[config.mk]
export PLATFORM = sky130hd
export DESIGN_NAME = long_press_gesture_detector
export DESIGN_NICKNAME = d
export VERILOG_FILES = /design/src/rtl/core/lpgd_pkg.sv /design/src/rtl/core/lpgd_front.sv /design/src/rtl/core/lpgd_back.sv /design/src/rtl/core/long_press_gesture_detector.sv
export SDC_FILE = /design/constraint.sdc
export NUM_CORES = 2
export LEC_CHECK = 0
export ABC_AREA = 1
export BUFFER_PORTS_ARGS = -buffer_cell sky130_fd_sc_hd__buf_2
export CELL_PAD_IN_SITES_DETAIL_PLACEMENT = 0
export CELL_PAD_IN_SITES_GLOBAL_PLACEMENT = 1
export CORE_MARGIN = 2
export CORE_UTILIZATION = 39
export CTS_BUF_LIST = sky130_fd_sc_hd__clkbuf_16
export DETAILED_ROUTE_END_ITERATION = 6
export GPL_ROUTABILITY_DRIVEN = 0
export GPL_TIMING_DRIVEN = 0
export PLACE_DENSITY = 0.68
export SYNTH_ARGS = -nofsm -noshare
export SYNTH_HDL_FRONTEND = slang
export SYNTH_SLANG_ARGS = --single-unit
[constraint.sdc]
create_clock -name i_clk -period 23.5 [get_ports i_clk]
set_input_delay 2.35 -clock i_clk [delete_from_list [all_inputs] [get_ports i_clk]]
set_output_delay 2.35 -clock i_clk [all_outputs]
set_load 0.01 [all_outputs]
[src/rtl/core/lpgd_pkg.sv]
`timescale 1ns / 1ps
// ----------------------------------------------------------------------------
// lpgd_pkg
// Shared types and constants of the long-press gesture detector.
// ----------------------------------------------------------------------------
package lpgd_pkg;

    // Input item actions
    localparam logic [2:0] ACT_X    = 3'd0;
    localparam logic [2:0] ACT_Y    = 3'd1;
    localparam logic [2:0] ACT_DOWN = 3'd2;
    localparam logic [2:0] ACT_UP   = 3'd3;
    localparam logic [2:0] ACT_TICK = 3'd4;

    // Result kinds
    localparam logic [2:0] KIND_ARM    = 3'd0;
    localparam logic [2:0] KIND_RESIZE = 3'd1;
    localparam logic [2:0] KIND_CANCEL = 3'd2;
    localparam logic [2:0] KIND_RCLICK = 3'd3;
    localparam logic [2:0] KIND_HIDE   = 3'd4;

    // Configuration register indexes
    localparam int CFG_IDX_W = 3;
    localparam logic [CFG_IDX_W-1:0] CFG_PRE_ARM   = 3'd0;
    localparam logic [CFG_IDX_W-1:0] CFG_ANIM      = 3'd1;
    localparam logic [CFG_IDX_W-1:0] CFG_SQUARE    = 3'd2;
    localparam logic [CFG_IDX_W-1:0] CFG_LINE      = 3'd3;
    localparam logic [CFG_IDX_W-1:0] CFG_MOTION    = 3'd4;
    localparam int CFG_DATA_W = 16;

    // Configuration reset values
    localparam logic [15:0] RST_PRE_ARM = 16'd500;
    localparam logic [15:0] RST_ANIM    = 16'd500;
    localparam logic [9:0]  RST_SQUARE  = 10'd40;
    localparam logic [7:0]  RST_LINE    = 8'd2;
    localparam logic [7:0]  RST_MOTION  = 8'd18;

    // Size divider: the quotient always fits in the indicator width
    localparam int SIZE_W    = 10;
    localparam int DIV_STEPS = SIZE_W;
    localparam int DIV_CNT_W = $clog2(DIV_STEPS);
    localparam int REM_W     = 27;

    // Command queue between front and back
    localparam int Q_DEPTH = 2;
    localparam int Q_PTR_W = $clog2(Q_DEPTH);
    localparam int Q_CNT_W = $clog2(Q_DEPTH + 1);

    typedef struct packed {
        logic [2:0]  action;
        logic [15:0] coord;
    } t_in_item;

    typedef struct packed {
        logic [2:0]  kind;
        logic [15:0] pos_x;
        logic [15:0] pos_y;
        logic [9:0]  indicator_size;
    } t_out_item;

    typedef struct packed {
        logic [15:0] pre_arm_ticks;
        logic [15:0] animation_ticks;
        logic [9:0]  square_size;
        logic [7:0]  line_width;
        logic [7:0]  motion_limit;
    } t_cfg;

    // Queue head handed from front to back
    typedef struct packed {
        logic        valid;
        logic [2:0]  action;
        logic [15:0] coord;
    } t_q_head;

endpackage

[src/rtl/core/lpgd_front.sv]
`timescale 1ns / 1ps
// ----------------------------------------------------------------------------
// lpgd_front
// Accepts input items, drops unknown actions and queues the rest.
// ----------------------------------------------------------------------------
module lpgd_front (
    input  logic                i_clk,
    input  logic                i_rst_n,
    input  logic                i_valid,
    output logic                o_stall,
    input  lpgd_pkg::t_in_item  i_item,
    output lpgd_pkg::t_q_head   o_head,
    input  logic                i_pop
);

    lpgd_pkg::t_in_item r_mem [lpgd_pkg::Q_DEPTH];
    logic [lpgd_pkg::Q_PTR_W-1:0] r_wr_ptr;
    logic [lpgd_pkg::Q_PTR_W-1:0] r_rd_ptr;
    logic [lpgd_pkg::Q_CNT_W-1:0] r_count;

    logic accept;
    logic known;
    logic push;
    logic pop;

    assign o_stall = (r_count == lpgd_pkg::Q_CNT_W'(lpgd_pkg::Q_DEPTH));
    assign accept  = i_valid && !o_stall;

    always_comb begin
        case (i_item.action)
            lpgd_pkg::ACT_X,
            lpgd_pkg::ACT_Y,
            lpgd_pkg::ACT_DOWN,
            lpgd_pkg::ACT_UP,
            lpgd_pkg::ACT_TICK: known = 1'b1;
            default:            known = 1'b0;
        endcase
    end

    assign push = accept && known;
    assign pop  = i_pop && (r_count != '0);

    always_ff @(posedge i_clk) begin
        if (push) begin
            r_mem[r_wr_ptr] <= i_item;
        end
    end

    always_ff @(posedge i_clk) begin
        if (!i_rst_n) begin
            r_wr_ptr <= '0;
            r_rd_ptr <= '0;
            r_count  <= '0;
        end else begin
            if (push) begin
                r_wr_ptr <= r_wr_ptr + 1'b1;
            end
            if (pop) begin
                r_rd_ptr <= r_rd_ptr + 1'b1;
            end
            if (push && !pop) begin
                r_count <= r_count + 1'b1;
            end else if (pop && !push) begin
                r_count <= r_count - 1'b1;
            end
        end
    end

    assign o_head.valid  = (r_count != '0);
    assign o_head.action = r_mem[r_rd_ptr].action;
    assign o_head.coord  = r_mem[r_rd_ptr].coord;

endmodule

[src/rtl/core/lpgd_back.sv]
`timescale 1ns / 1ps
// ----------------------------------------------------------------------------
// lpgd_back
// Press state machine: motion check, arming, indicator size, result register.
// ----------------------------------------------------------------------------
module lpgd_back #(
    parameter int START_SIZE = 10,
    parameter int COORD_BITS = 16
) (
    input  logic                                i_clk,
    input  logic                                i_rst_n,
    input  lpgd_pkg::t_q_head                   i_head,
    output logic                                o_pop,
    input  logic                                i_cfg_we,
    input  logic [lpgd_pkg::CFG_IDX_W-1:0]      i_cfg_idx,
    input  logic [lpgd_pkg::CFG_DATA_W-1:0]     i_cfg_data,
    output logic                                o_valid,
    input  logic                                i_stall,
    output lpgd_pkg::t_out_item                 o_item
);

    localparam int CB = COORD_BITS;
    localparam int MW = (COORD_BITS > 16) ? COORD_BITS : 16;
    localparam int PW = 2 * MW;

    localparam logic [3:0] S_IDLE   = 4'd0;
    localparam logic [3:0] S_EXEC   = 4'd1;
    localparam logic [3:0] S_SQX    = 4'd2;
    localparam logic [3:0] S_SQY    = 4'd3;
    localparam logic [3:0] S_SQT    = 4'd4;
    localparam logic [3:0] S_CMP    = 4'd5;
    localparam logic [3:0] S_SZMUL  = 4'd6;
    localparam logic [3:0] S_SZPREP = 4'd7;
    localparam logic [3:0] S_SZDIV  = 4'd8;
    localparam logic [3:0] S_SZFIN  = 4'd9;
    localparam logic [3:0] S_EMIT   = 4'd10;

    localparam logic [9:0] START_V = 10'(START_SIZE);

    lpgd_pkg::t_cfg r_cfg;

    logic [3:0]  r_state;
    logic [2:0]  r_action;
    logic [15:0] r_coord;

    logic r_finger;
    logic r_armed;
    logic r_cancelled;
    logic r_complete;
    logic r_seen_x;
    logic r_seen_y;

    logic [CB-1:0] r_cur_x;
    logic [CB-1:0] r_cur_y;
    logic [CB-1:0] r_anchor_x;
    logic [CB-1:0] r_anchor_y;
    logic [CB-1:0] r_latched_x;
    logic [CB-1:0] r_latched_y;
    logic [15:0]   r_press;
    logic [15:0]   r_anim;

    logic [PW-1:0] r_sx;
    logic [PW-1:0] r_sy;
    logic [PW-1:0] r_thr;
    logic [PW-1:0] r_prod;

    logic [lpgd_pkg::REM_W-1:0]     r_rem;
    logic [lpgd_pkg::REM_W-1:0]     r_dvs;
    logic [lpgd_pkg::SIZE_W-1:0]    r_quo;
    logic [lpgd_pkg::DIV_CNT_W-1:0] r_cnt;

    logic [2:0]                  r_kind;
    logic [lpgd_pkg::SIZE_W-1:0] r_size;

    logic                r_out_valid;
    lpgd_pkg::t_out_item r_out;

    logic [15:0]   dur;
    logic [15:0]   elapsed;
    logic [9:0]    span;
    logic [CB-1:0] dx;
    logic [CB-1:0] dy;
    logic [MW-1:0] mul_a;
    logic [MW-1:0] mul_b;
    logic [PW-1:0] mul_p;
    logic [PW:0]   dist_sum;
    logic [15:0]   n_press;
    logic [16:0]   anim_inc;
    logic [15:0]   n_anim;
    logic [10:0]   size_raw;
    logic [9:0]    size_floor;
    logic [9:0]    n_size;
    logic [CB-1:0] coord_c;
    logic          out_free;

    // Duration is never below one tick
    assign dur     = (r_cfg.animation_ticks == '0) ? 16'd1 : r_cfg.animation_ticks;
    assign elapsed = (r_anim < dur) ? r_anim : dur;
    assign span    = (r_cfg.square_size > START_V) ? (r_cfg.square_size - START_V) : 10'd0;
    assign dx      = (r_cur_x > r_anchor_x) ? (r_cur_x - r_anchor_x) : (r_anchor_x - r_cur_x);
    assign dy      = (r_cur_y > r_anchor_y) ? (r_cur_y - r_anchor_y) : (r_anchor_y - r_cur_y);
    assign coord_c = CB'(r_coord);

    // Shared multiplier
    always_comb begin
        case (r_state)
            S_SQX: begin
                mul_a = MW'(dx);
                mul_b = MW'(dx);
            end
            S_SQY: begin
                mul_a = MW'(dy);
                mul_b = MW'(dy);
            end
            S_SQT: begin
                mul_a = MW'(r_cfg.motion_limit);
                mul_b = MW'(r_cfg.motion_limit);
            end
            S_SZMUL: begin
                mul_a = MW'(elapsed);
                mul_b = MW'(span);
            end
            default: begin
                mul_a = '0;
                mul_b = '0;
            end
        endcase
    end
    assign mul_p = mul_a * mul_b;

    assign dist_sum = {1'b0, r_sx} + {1'b0, r_sy};

    assign n_press  = (r_press != 16'hFFFF) ? (r_press + 16'd1) : r_press;
    assign anim_inc = {1'b0, r_anim} + 17'd1;
    assign n_anim   = (anim_inc < {1'b0, dur}) ? anim_inc[15:0] : dur;

    assign size_raw   = {1'b0, START_V} + {1'b0, r_quo};
    assign size_floor = {1'b0, r_cfg.line_width, 1'b0};
    assign n_size     = (size_raw < {1'b0, size_floor}) ? size_floor : size_raw[9:0];

    assign out_free = !r_out_valid || !i_stall;
    assign o_pop    = (r_state == S_IDLE) && i_head.valid;

    // Configuration registers
    always_ff @(posedge i_clk) begin
        if (!i_rst_n) begin
            r_cfg.pre_arm_ticks   <= lpgd_pkg::RST_PRE_ARM;
            r_cfg.animation_ticks <= lpgd_pkg::RST_ANIM;
            r_cfg.square_size     <= lpgd_pkg::RST_SQUARE;
            r_cfg.line_width      <= lpgd_pkg::RST_LINE;
            r_cfg.motion_limit    <= lpgd_pkg::RST_MOTION;
        end else if (i_cfg_we) begin
            case (i_cfg_idx)
                lpgd_pkg::CFG_PRE_ARM: r_cfg.pre_arm_ticks   <= i_cfg_data;
                lpgd_pkg::CFG_ANIM:    r_cfg.animation_ticks <= i_cfg_data;
                lpgd_pkg::CFG_SQUARE:  r_cfg.square_size     <= i_cfg_data[9:0];
                lpgd_pkg::CFG_LINE:    r_cfg.line_width      <= i_cfg_data[7:0];
                lpgd_pkg::CFG_MOTION:  r_cfg.motion_limit    <= i_cfg_data[7:0];
                default: ;
            endcase
        end
    end

    // Datapath registers without reset
    always_ff @(posedge i_clk) begin
        if (o_pop) begin
            r_action <= i_head.action;
            r_coord  <= i_head.coord;
        end
        case (r_state)
            S_SQX:   r_sx   <= mul_p;
            S_SQY:   r_sy   <= mul_p;
            S_SQT:   r_thr  <= mul_p;
            S_SZMUL: r_prod <= mul_p;
            S_SZPREP: begin
                r_rem <= lpgd_pkg::REM_W'(r_prod) + lpgd_pkg::REM_W'(dur >> 1);
                r_dvs <= lpgd_pkg::REM_W'({dur, {(lpgd_pkg::DIV_STEPS - 1){1'b0}}});
                r_quo <= '0;
            end
            S_SZDIV: begin
                if (r_rem >= r_dvs) begin
                    r_rem <= r_rem - r_dvs;
                    r_quo <= {r_quo[lpgd_pkg::SIZE_W-2:0], 1'b1};
                end else begin
                    r_quo <= {r_quo[lpgd_pkg::SIZE_W-2:0], 1'b0};
                end
                r_dvs <= r_dvs >> 1;
            end
            default: ;
        endcase
        if (r_state == S_EMIT && out_free) begin
            r_out.kind           <= r_kind;
            r_out.pos_x          <= 16'(r_latched_x);
            r_out.pos_y          <= 16'(r_latched_y);
            r_out.indicator_size <= r_size;
        end
    end

    // Press state machine
    always_ff @(posedge i_clk) begin
        if (!i_rst_n) begin
            r_state     <= S_IDLE;
            r_finger    <= 1'b0;
            r_armed     <= 1'b0;
            r_cancelled <= 1'b0;
            r_complete  <= 1'b0;
            r_seen_x    <= 1'b0;
            r_seen_y    <= 1'b0;
            r_cur_x     <= '0;
            r_cur_y     <= '0;
            r_anchor_x  <= '0;
            r_anchor_y  <= '0;
            r_latched_x <= '0;
            r_latched_y <= '0;
            r_press     <= '0;
            r_anim      <= '0;
            r_cnt       <= '0;
            r_kind      <= lpgd_pkg::KIND_ARM;
            r_size      <= '0;
            r_out_valid <= 1'b0;
        end else begin
            if (r_out_valid && !i_stall) begin
                r_out_valid <= 1'b0;
            end
            case (r_state)
                S_IDLE: begin
                    if (i_head.valid) begin
                        r_state <= S_EXEC;
                    end
                end
                S_EXEC: begin
                    r_state <= S_IDLE;
                    case (r_action)
                        lpgd_pkg::ACT_X: begin
                            r_cur_x  <= coord_c;
                            r_seen_x <= 1'b1;
                            if (r_finger && !r_cancelled && r_seen_y) begin
                                r_state <= S_SQX;
                            end
                        end
                        lpgd_pkg::ACT_Y: begin
                            r_cur_y  <= coord_c;
                            r_seen_y <= 1'b1;
                            if (r_finger && !r_cancelled && r_seen_x) begin
                                r_state <= S_SQX;
                            end
                        end
                        lpgd_pkg::ACT_DOWN: begin
                            if (r_armed) begin
                                r_kind  <= lpgd_pkg::KIND_HIDE;
                                r_size  <= '0;
                                r_state <= S_EMIT;
                            end
                            r_finger    <= 1'b1;
                            r_armed     <= 1'b0;
                            r_cancelled <= 1'b0;
                            r_complete  <= 1'b0;
                            r_press     <= '0;
                            r_anim      <= '0;
                            r_anchor_x  <= r_cur_x;
                            r_anchor_y  <= r_cur_y;
                        end
                        lpgd_pkg::ACT_UP: begin
                            if (r_complete) begin
                                r_kind  <= lpgd_pkg::KIND_RCLICK;
                                r_size  <= '0;
                                r_state <= S_EMIT;
                            end else if (r_armed) begin
                                r_kind  <= lpgd_pkg::KIND_HIDE;
                                r_size  <= '0;
                                r_state <= S_EMIT;
                            end
                            r_finger    <= 1'b0;
                            r_armed     <= 1'b0;
                            r_cancelled <= 1'b0;
                            r_complete  <= 1'b0;
                            r_press     <= '0;
                            r_anim      <= '0;
                            r_seen_x    <= 1'b0;
                            r_seen_y    <= 1'b0;
                        end
                        lpgd_pkg::ACT_TICK: begin
                            if (r_finger && !r_armed && !r_cancelled) begin
                                r_press <= n_press;
                                if (n_press >= r_cfg.pre_arm_ticks) begin
                                    r_armed     <= 1'b1;
                                    r_anim      <= '0;
                                    r_latched_x <= r_cur_x;
                                    r_latched_y <= r_cur_y;
                                    r_kind      <= lpgd_pkg::KIND_ARM;
                                    r_state     <= S_SZMUL;
                                end
                            end else if (r_finger && r_armed) begin
                                r_anim <= n_anim;
                                if (n_anim >= dur) begin
                                    r_complete <= 1'b1;
                                end
                                r_kind  <= lpgd_pkg::KIND_RESIZE;
                                r_state <= S_SZMUL;
                            end
                        end
                        default: ;
                    endcase
                end
                S_SQX: r_state <= S_SQY;
                S_SQY: r_state <= S_SQT;
                S_SQT: r_state <= S_CMP;
                S_CMP: begin
                    r_state <= S_IDLE;
                    if (dist_sum > {1'b0, r_thr}) begin
                        r_cancelled <= 1'b1;
                        if (r_armed) begin
                            r_armed    <= 1'b0;
                            r_complete <= 1'b0;
                            r_kind     <= lpgd_pkg::KIND_CANCEL;
                            r_size     <= '0;
                            r_state    <= S_EMIT;
                        end
                    end
                end
                S_SZMUL:  r_state <= S_SZPREP;
                S_SZPREP: begin
                    r_cnt   <= '0;
                    r_state <= S_SZDIV;
                end
                S_SZDIV: begin
                    r_cnt <= r_cnt + 1'b1;
                    if (r_cnt == lpgd_pkg::DIV_CNT_W'(lpgd_pkg::DIV_STEPS - 1)) begin
                        r_state <= S_SZFIN;
                    end
                end
                S_SZFIN: begin
                    r_size  <= n_size;
                    r_state <= S_EMIT;
                end
                S_EMIT: begin
                    if (out_free) begin
                        r_out_valid <= 1'b1;
                        r_state     <= S_IDLE;
                    end
                end
                default: r_state <= S_IDLE;
            endcase
        end
    end

    assign o_valid = r_out_valid;
    assign o_item  = r_out;

    a_armed_needs_finger: assert property (@(posedge i_clk) disable iff (!i_rst_n)
        r_armed |-> r_finger)
        else $error("armed without finger down");

    a_complete_needs_armed: assert property (@(posedge i_clk) disable iff (!i_rst_n)
        r_complete |-> r_armed)
        else $error("complete without armed");

    a_emit_loads_output: assert property (@(posedge i_clk) disable iff (!i_rst_n)
        (r_state == S_EMIT && out_free) |=> (r_out_valid && r_state == S_IDLE))
        else $error("result not loaded into output register");

    a_div_remainder: assert property (@(posedge i_clk) disable iff (!i_rst_n)
        (r_state == S_SZFIN) |-> (r_rem < lpgd_pkg::REM_W'(dur)))
        else $error("size divider remainder out of range");

    a_no_pop_when_busy: assert property (@(posedge i_clk) disable iff (!i_rst_n)
        (r_state != S_IDLE) |-> !o_pop)
        else $error("queue popped while busy");

endmodule

[src/rtl/core/long_press_gesture_detector.sv]
`timescale 1ns / 1ps
// ----------------------------------------------------------------------------
// long_press_gesture_detector
// Long-press touch gesture detector: arming, indicator growth, cancel, click.
// ----------------------------------------------------------------------------
// Feed touch items (x sample, y sample, finger down, finger up, millisecond
// tick) on the input channel; results come out one per causing item on the
// output channel. Unknown actions are accepted and dropped. Items enter a
// two-entry queue and the press engine works one item at a time: each item
// passes the idle and execute states, a sample that triggers the motion check
// also the squaring states for x, y and limit and a compare, and a tick that
// reports a size runs the 10-step serial divider that rounds indicator size.
// Results wait in an output register until taken; the queue keeps filling.
// Write configuration only while the block is idle.
module long_press_gesture_detector #(
    parameter int START_SIZE = 10,
    parameter int COORD_BITS = 16
) (
    input  logic                             i_clk,
    input  logic                             i_rst_n,
    // input channel
    input  logic                             i_valid,
    output logic                             o_stall,
    input  lpgd_pkg::t_in_item               i_item,
    // output channel
    output logic                             o_valid,
    input  logic                             i_stall,
    output lpgd_pkg::t_out_item              o_item,
    // configuration write port
    input  logic                             i_cfg_we,
    input  logic [lpgd_pkg::CFG_IDX_W-1:0]   i_cfg_idx,
    input  logic [lpgd_pkg::CFG_DATA_W-1:0]  i_cfg_data
);

    lpgd_pkg::t_q_head head;
    logic              pop;

    // Front: accept, drop unknown actions, queue the rest
    lpgd_front u_front (
        .i_clk   (i_clk),
        .i_rst_n (i_rst_n),
        .i_valid (i_valid),
        .o_stall (o_stall),
        .i_item  (i_item),
        .o_head  (head),
        .i_pop   (pop)
    );

    // Back: press state, motion check, size arithmetic, result register
    lpgd_back #(
        .START_SIZE (START_SIZE),
        .COORD_BITS (COORD_BITS)
    ) u_back (
        .i_clk      (i_clk),
        .i_rst_n    (i_rst_n),
        .i_head     (head),
        .o_pop      (pop),
        .i_cfg_we   (i_cfg_we),
        .i_cfg_idx  (i_cfg_idx),
        .i_cfg_data (i_cfg_data),
        .o_valid    (o_valid),
        .i_stall    (i_stall),
        .o_item     (o_item)
    );

endmodule
==> results.yml <==
critical_path:
  cp-end-kind: "flop"
  slowest_stage: "buf_2"
  reg2reg_depth: 28
  r2r-start: "u_back.r_state[1]$_SDFFE_PN0P_"
  max_stage_delay_ns: 1.05
  crit_start: "u_back.r_state[1]$_SDFFE_PN0P_"
  crit_top_cell: "inv_1"
  worstSetupPathType: "reg -> reg"
  cp-endpoint: "u_back.r_prod[23]$_DFFE_PP_"
  worstPathMaxFanout: 41
  reg2reg_to: "u_back.r_prod[23]$_DFFE_PP_"
  worstPathArrival_ns: 9.70
  rrSetupSlack_ns: 14.16
  worstPathRequired_ns: 23.86
  cp-start-kind: "flop"
job:
  cap_violations: 0
synth:
  yosysUniqueCellTypes: 68
  ys_async_sr_fraction: 0
  netlist_top_cells_count: "nand2_1 (810), inv_1 (746), a21oi_1 (488)"
  yosysSeqAreaShare: 0.334
  yosys_warnings: 0
  synth_area_sq_mm: 0.0388
  yosysMostFrequentCell: "nand2_1"
  netlist_top_cells_area: "edfxtp_1 (22%), dfxtp_1 (11%), ha_1 (11%)"
  synth_area_per_cell_sq_um: 8.35
  synth_seq_cells: 505
  syn_inst: 4653
  synthFlopType: "edfxtp_1"
  synth_edf_count: 287
  syn-num-nets: 5243
  post-synth-top-area-fraction: 0.222
  yosysTopAreaCell: "edfxtp_1"
clock_network:
  cts_setup_buffers: 0
  htreeDepth: 2
  cts_hold_buf: 0
  clockBufferDepth: 3
  clkLatencyLatePin_ns: 0.69
  cts_tree: "done"
  cts.sinks: 505
  numCtsBuffers: 60
  root_buffer: "clkbuf_16"
  cts_resized: 0
  clk_pin_slew_ns: 0.06
placement:
  placed_area_sq_mm: 0.0410
  dp.cells: 6033
  dp_hpwl_microns: 93100
  io_buffers: 88
grt:
  grt_usage: 0.231
  grt_pass1_wl_microns: 184000
  grt_remaining_overflow: 0
  antenna_found_initial: 2
  first_global_vias: 31700
  grt_max_degree: 42
timing:
  setup_violations: 0
  worst_slew_pin_slew_ns: 1.34
  rsz0062_at_grt: "no"
  finalSetupTns_ns: 0
  holdWs_ns: 0.431
  fin_crit_sh: 0.398
  hold_viol_final: 0
  slew_headroom: 0.108
  min_period_ns: 9.34
  finalMaxSlewViolations: 0
  skew_ns: 0.0563
  fmax_ghz: 0.107
drt:
  first_pass_iters: 5
  remaining_drc_errors: 0
  vias_per_cell: 5.16
  drt.antenna.violating_nets: 0
  routed_wl_microns: 117000
  wire_per_inst_microns: 19.0
  drt_iter0_drc: 2246
  vias: 31700
power:
  p_leak_nw: 19.7
  irDropWorstVdd_uv: 67.5
  power.density_mw_per_mm2: 84.2
die:
  initial_core_util: 0.394
  die_h_microns: 320
  die-area_sq_mm: 0.102
  core_area_sq_mm: 0.0986
  rows: 115
  ios: 90
  chipWidth_microns: 320
hold_path:
  holdPathStages: 0
  holdCritStartpoint: "u_back.r_latched_x[6]$_SDFFE_PN0P_"
  hp-class: "reg -> reg"
layout:
  postLayoutCellArea_sq_mm: 0.0431
  drive_gt1_frac: 0.0903
  syn_to_final_growth_pct: 10.9
  num-fill-cells: 9970
  final_nets: 5398
  stdcell_count: 6148
status:
  status: "finished clean"
[report_power, final]
part / internal [mW] / switching (mW) / total [mW]
logic: 0.543 / 1.04 / 1.58
registers: 1.01 / 0.0530 / 1.07
clock network: 0.569 / 0.409 / 0.978
[cells by family (layout without fill, tap and decap cells)]
family / count (synthesis) / count (layout) / synth area share
flip-flops: 505 / 505 / 0.334
adder cells (fa/ha/maj): 547 / 547 / 0.215
other: 0 / 1 / 0
XOR/XNOR: 139 / 139 / 0.0313
buffers and inverters: 914 / 1121 / 0.0936
AO/OA/AOI/OAI: 1033 / 1033 / 0.150
multiplexers: 1 / 1 / 0.000258
AND/OR/NAND/NOR: 1514 / 1514 / 0.176
[worst max-delay path, delay by kind of cell, from the launching register on]
kind | cells | cell delay (ns)
AND/OR/NAND/NOR | 6 | 1.41
adder cells (fa/ha/maj) | 7 | 2.96
AO/OA/AOI/OAI | 6 | 1.81
flip-flops | 1 | 0.39
XOR/XNOR | 1 | 0.63
buffers and inverters | 8 | 1.76
[cells in the final DEF, fill, tap and decap left out, types with 12 or more instances in the layout]
cell type	n
a21o_1	21
a21oi_1	487
a21oi_2	57
a31oi_1	26
and2_1	16
buf_2	104
buf_4	12
buf_6	17
clkbuf_1	85
clkbuf_16	62
clkinv_1	12
dfxtp_1	218
edfxtp_1	287
fa_1	201
ha_1	346
inv_1	763
inv_2	25
nand2_1	810
nand2_2	32
nand2_4	16
nand3_1	215
nand3b_1	12
nand4_1	31
nor2_1	267
nor2_4	13
nor3_1	41
nor4_1	12
o2111ai_1	13
o211ai_1	25
o21a_1	13
o21ai_0	314
o21ai_1	18
o21bai_1	13
xnor2_1	32
xor2_1	107
[metal layers]
layer  track usage  share of wire  vias to the layer above
li1              -              -                    15700
met1         0.320           0.47                    15200
met4        0.0607          0.024                        0
met3        0.0237          0.044                      155
met2         0.384           0.47                      632
met5             0              0                        -
[state kept, by name, summed over array words and instances, names as in the netlist, 25 cells and up]
signal         flops
u_back.r_dvs      25
u_back.r_sx       32
u_back.r_thr      32
u_back.r_prod     27
u_back.o_item     45
u_front.r_mem     38
u_back.r_rem      27
u_back.r_sy       32
u_back.r_cfg      58
[final cells by class]
class                           count  area (sq um)  share of cell area
Buffer                            134           697              0.0162
Tap cell                         1287          1610              0.0374
Timing Repair Buffer               93           526              0.0122
Inverter                          780          2940              0.0683
Antenna cell                        1          2.50           0.0000581
Clock inverter                     52           520              0.0121
Multi-Input combinational cell   3234         22300               0.516
Sequential cell                   505         13000               0.301
Clock buffer                       62          1550              0.0360
[worst min path at each step]
stage	slack [ns]	to
2_1_floorplan	0.41	u_back.o_item[10]$_DFFE_PP_
3_3_place_gp	0.42	u_back.o_item[11]$_DFFE_PP_
3_5_place_dp	0.42	u_back.o_item[32]$_DFFE_PP_
4_1_cts	0.43	u_back.o_item[32]$_DFFE_PP_
5_1_grt	0.44	u_back.o_item[32]$_DFFE_PP_
6_report	0.43	u_back.o_item[32]$_DFFE_PP_
[through the flow]
step | util | power, mW | setup WS (ns)
floorplan | - | 2.26 | 15.58
global placement | 0.415 | 2.65 | 12.49
detailed placement | 0.416 | 2.66 | 14.14
CTS | 0.437 | 3.64 | 14.06
global route | 0.437 | 3.89 | 13.54
finish | 0.437 | 3.63 | 14.16
Power figures use the tool's default switching activity.
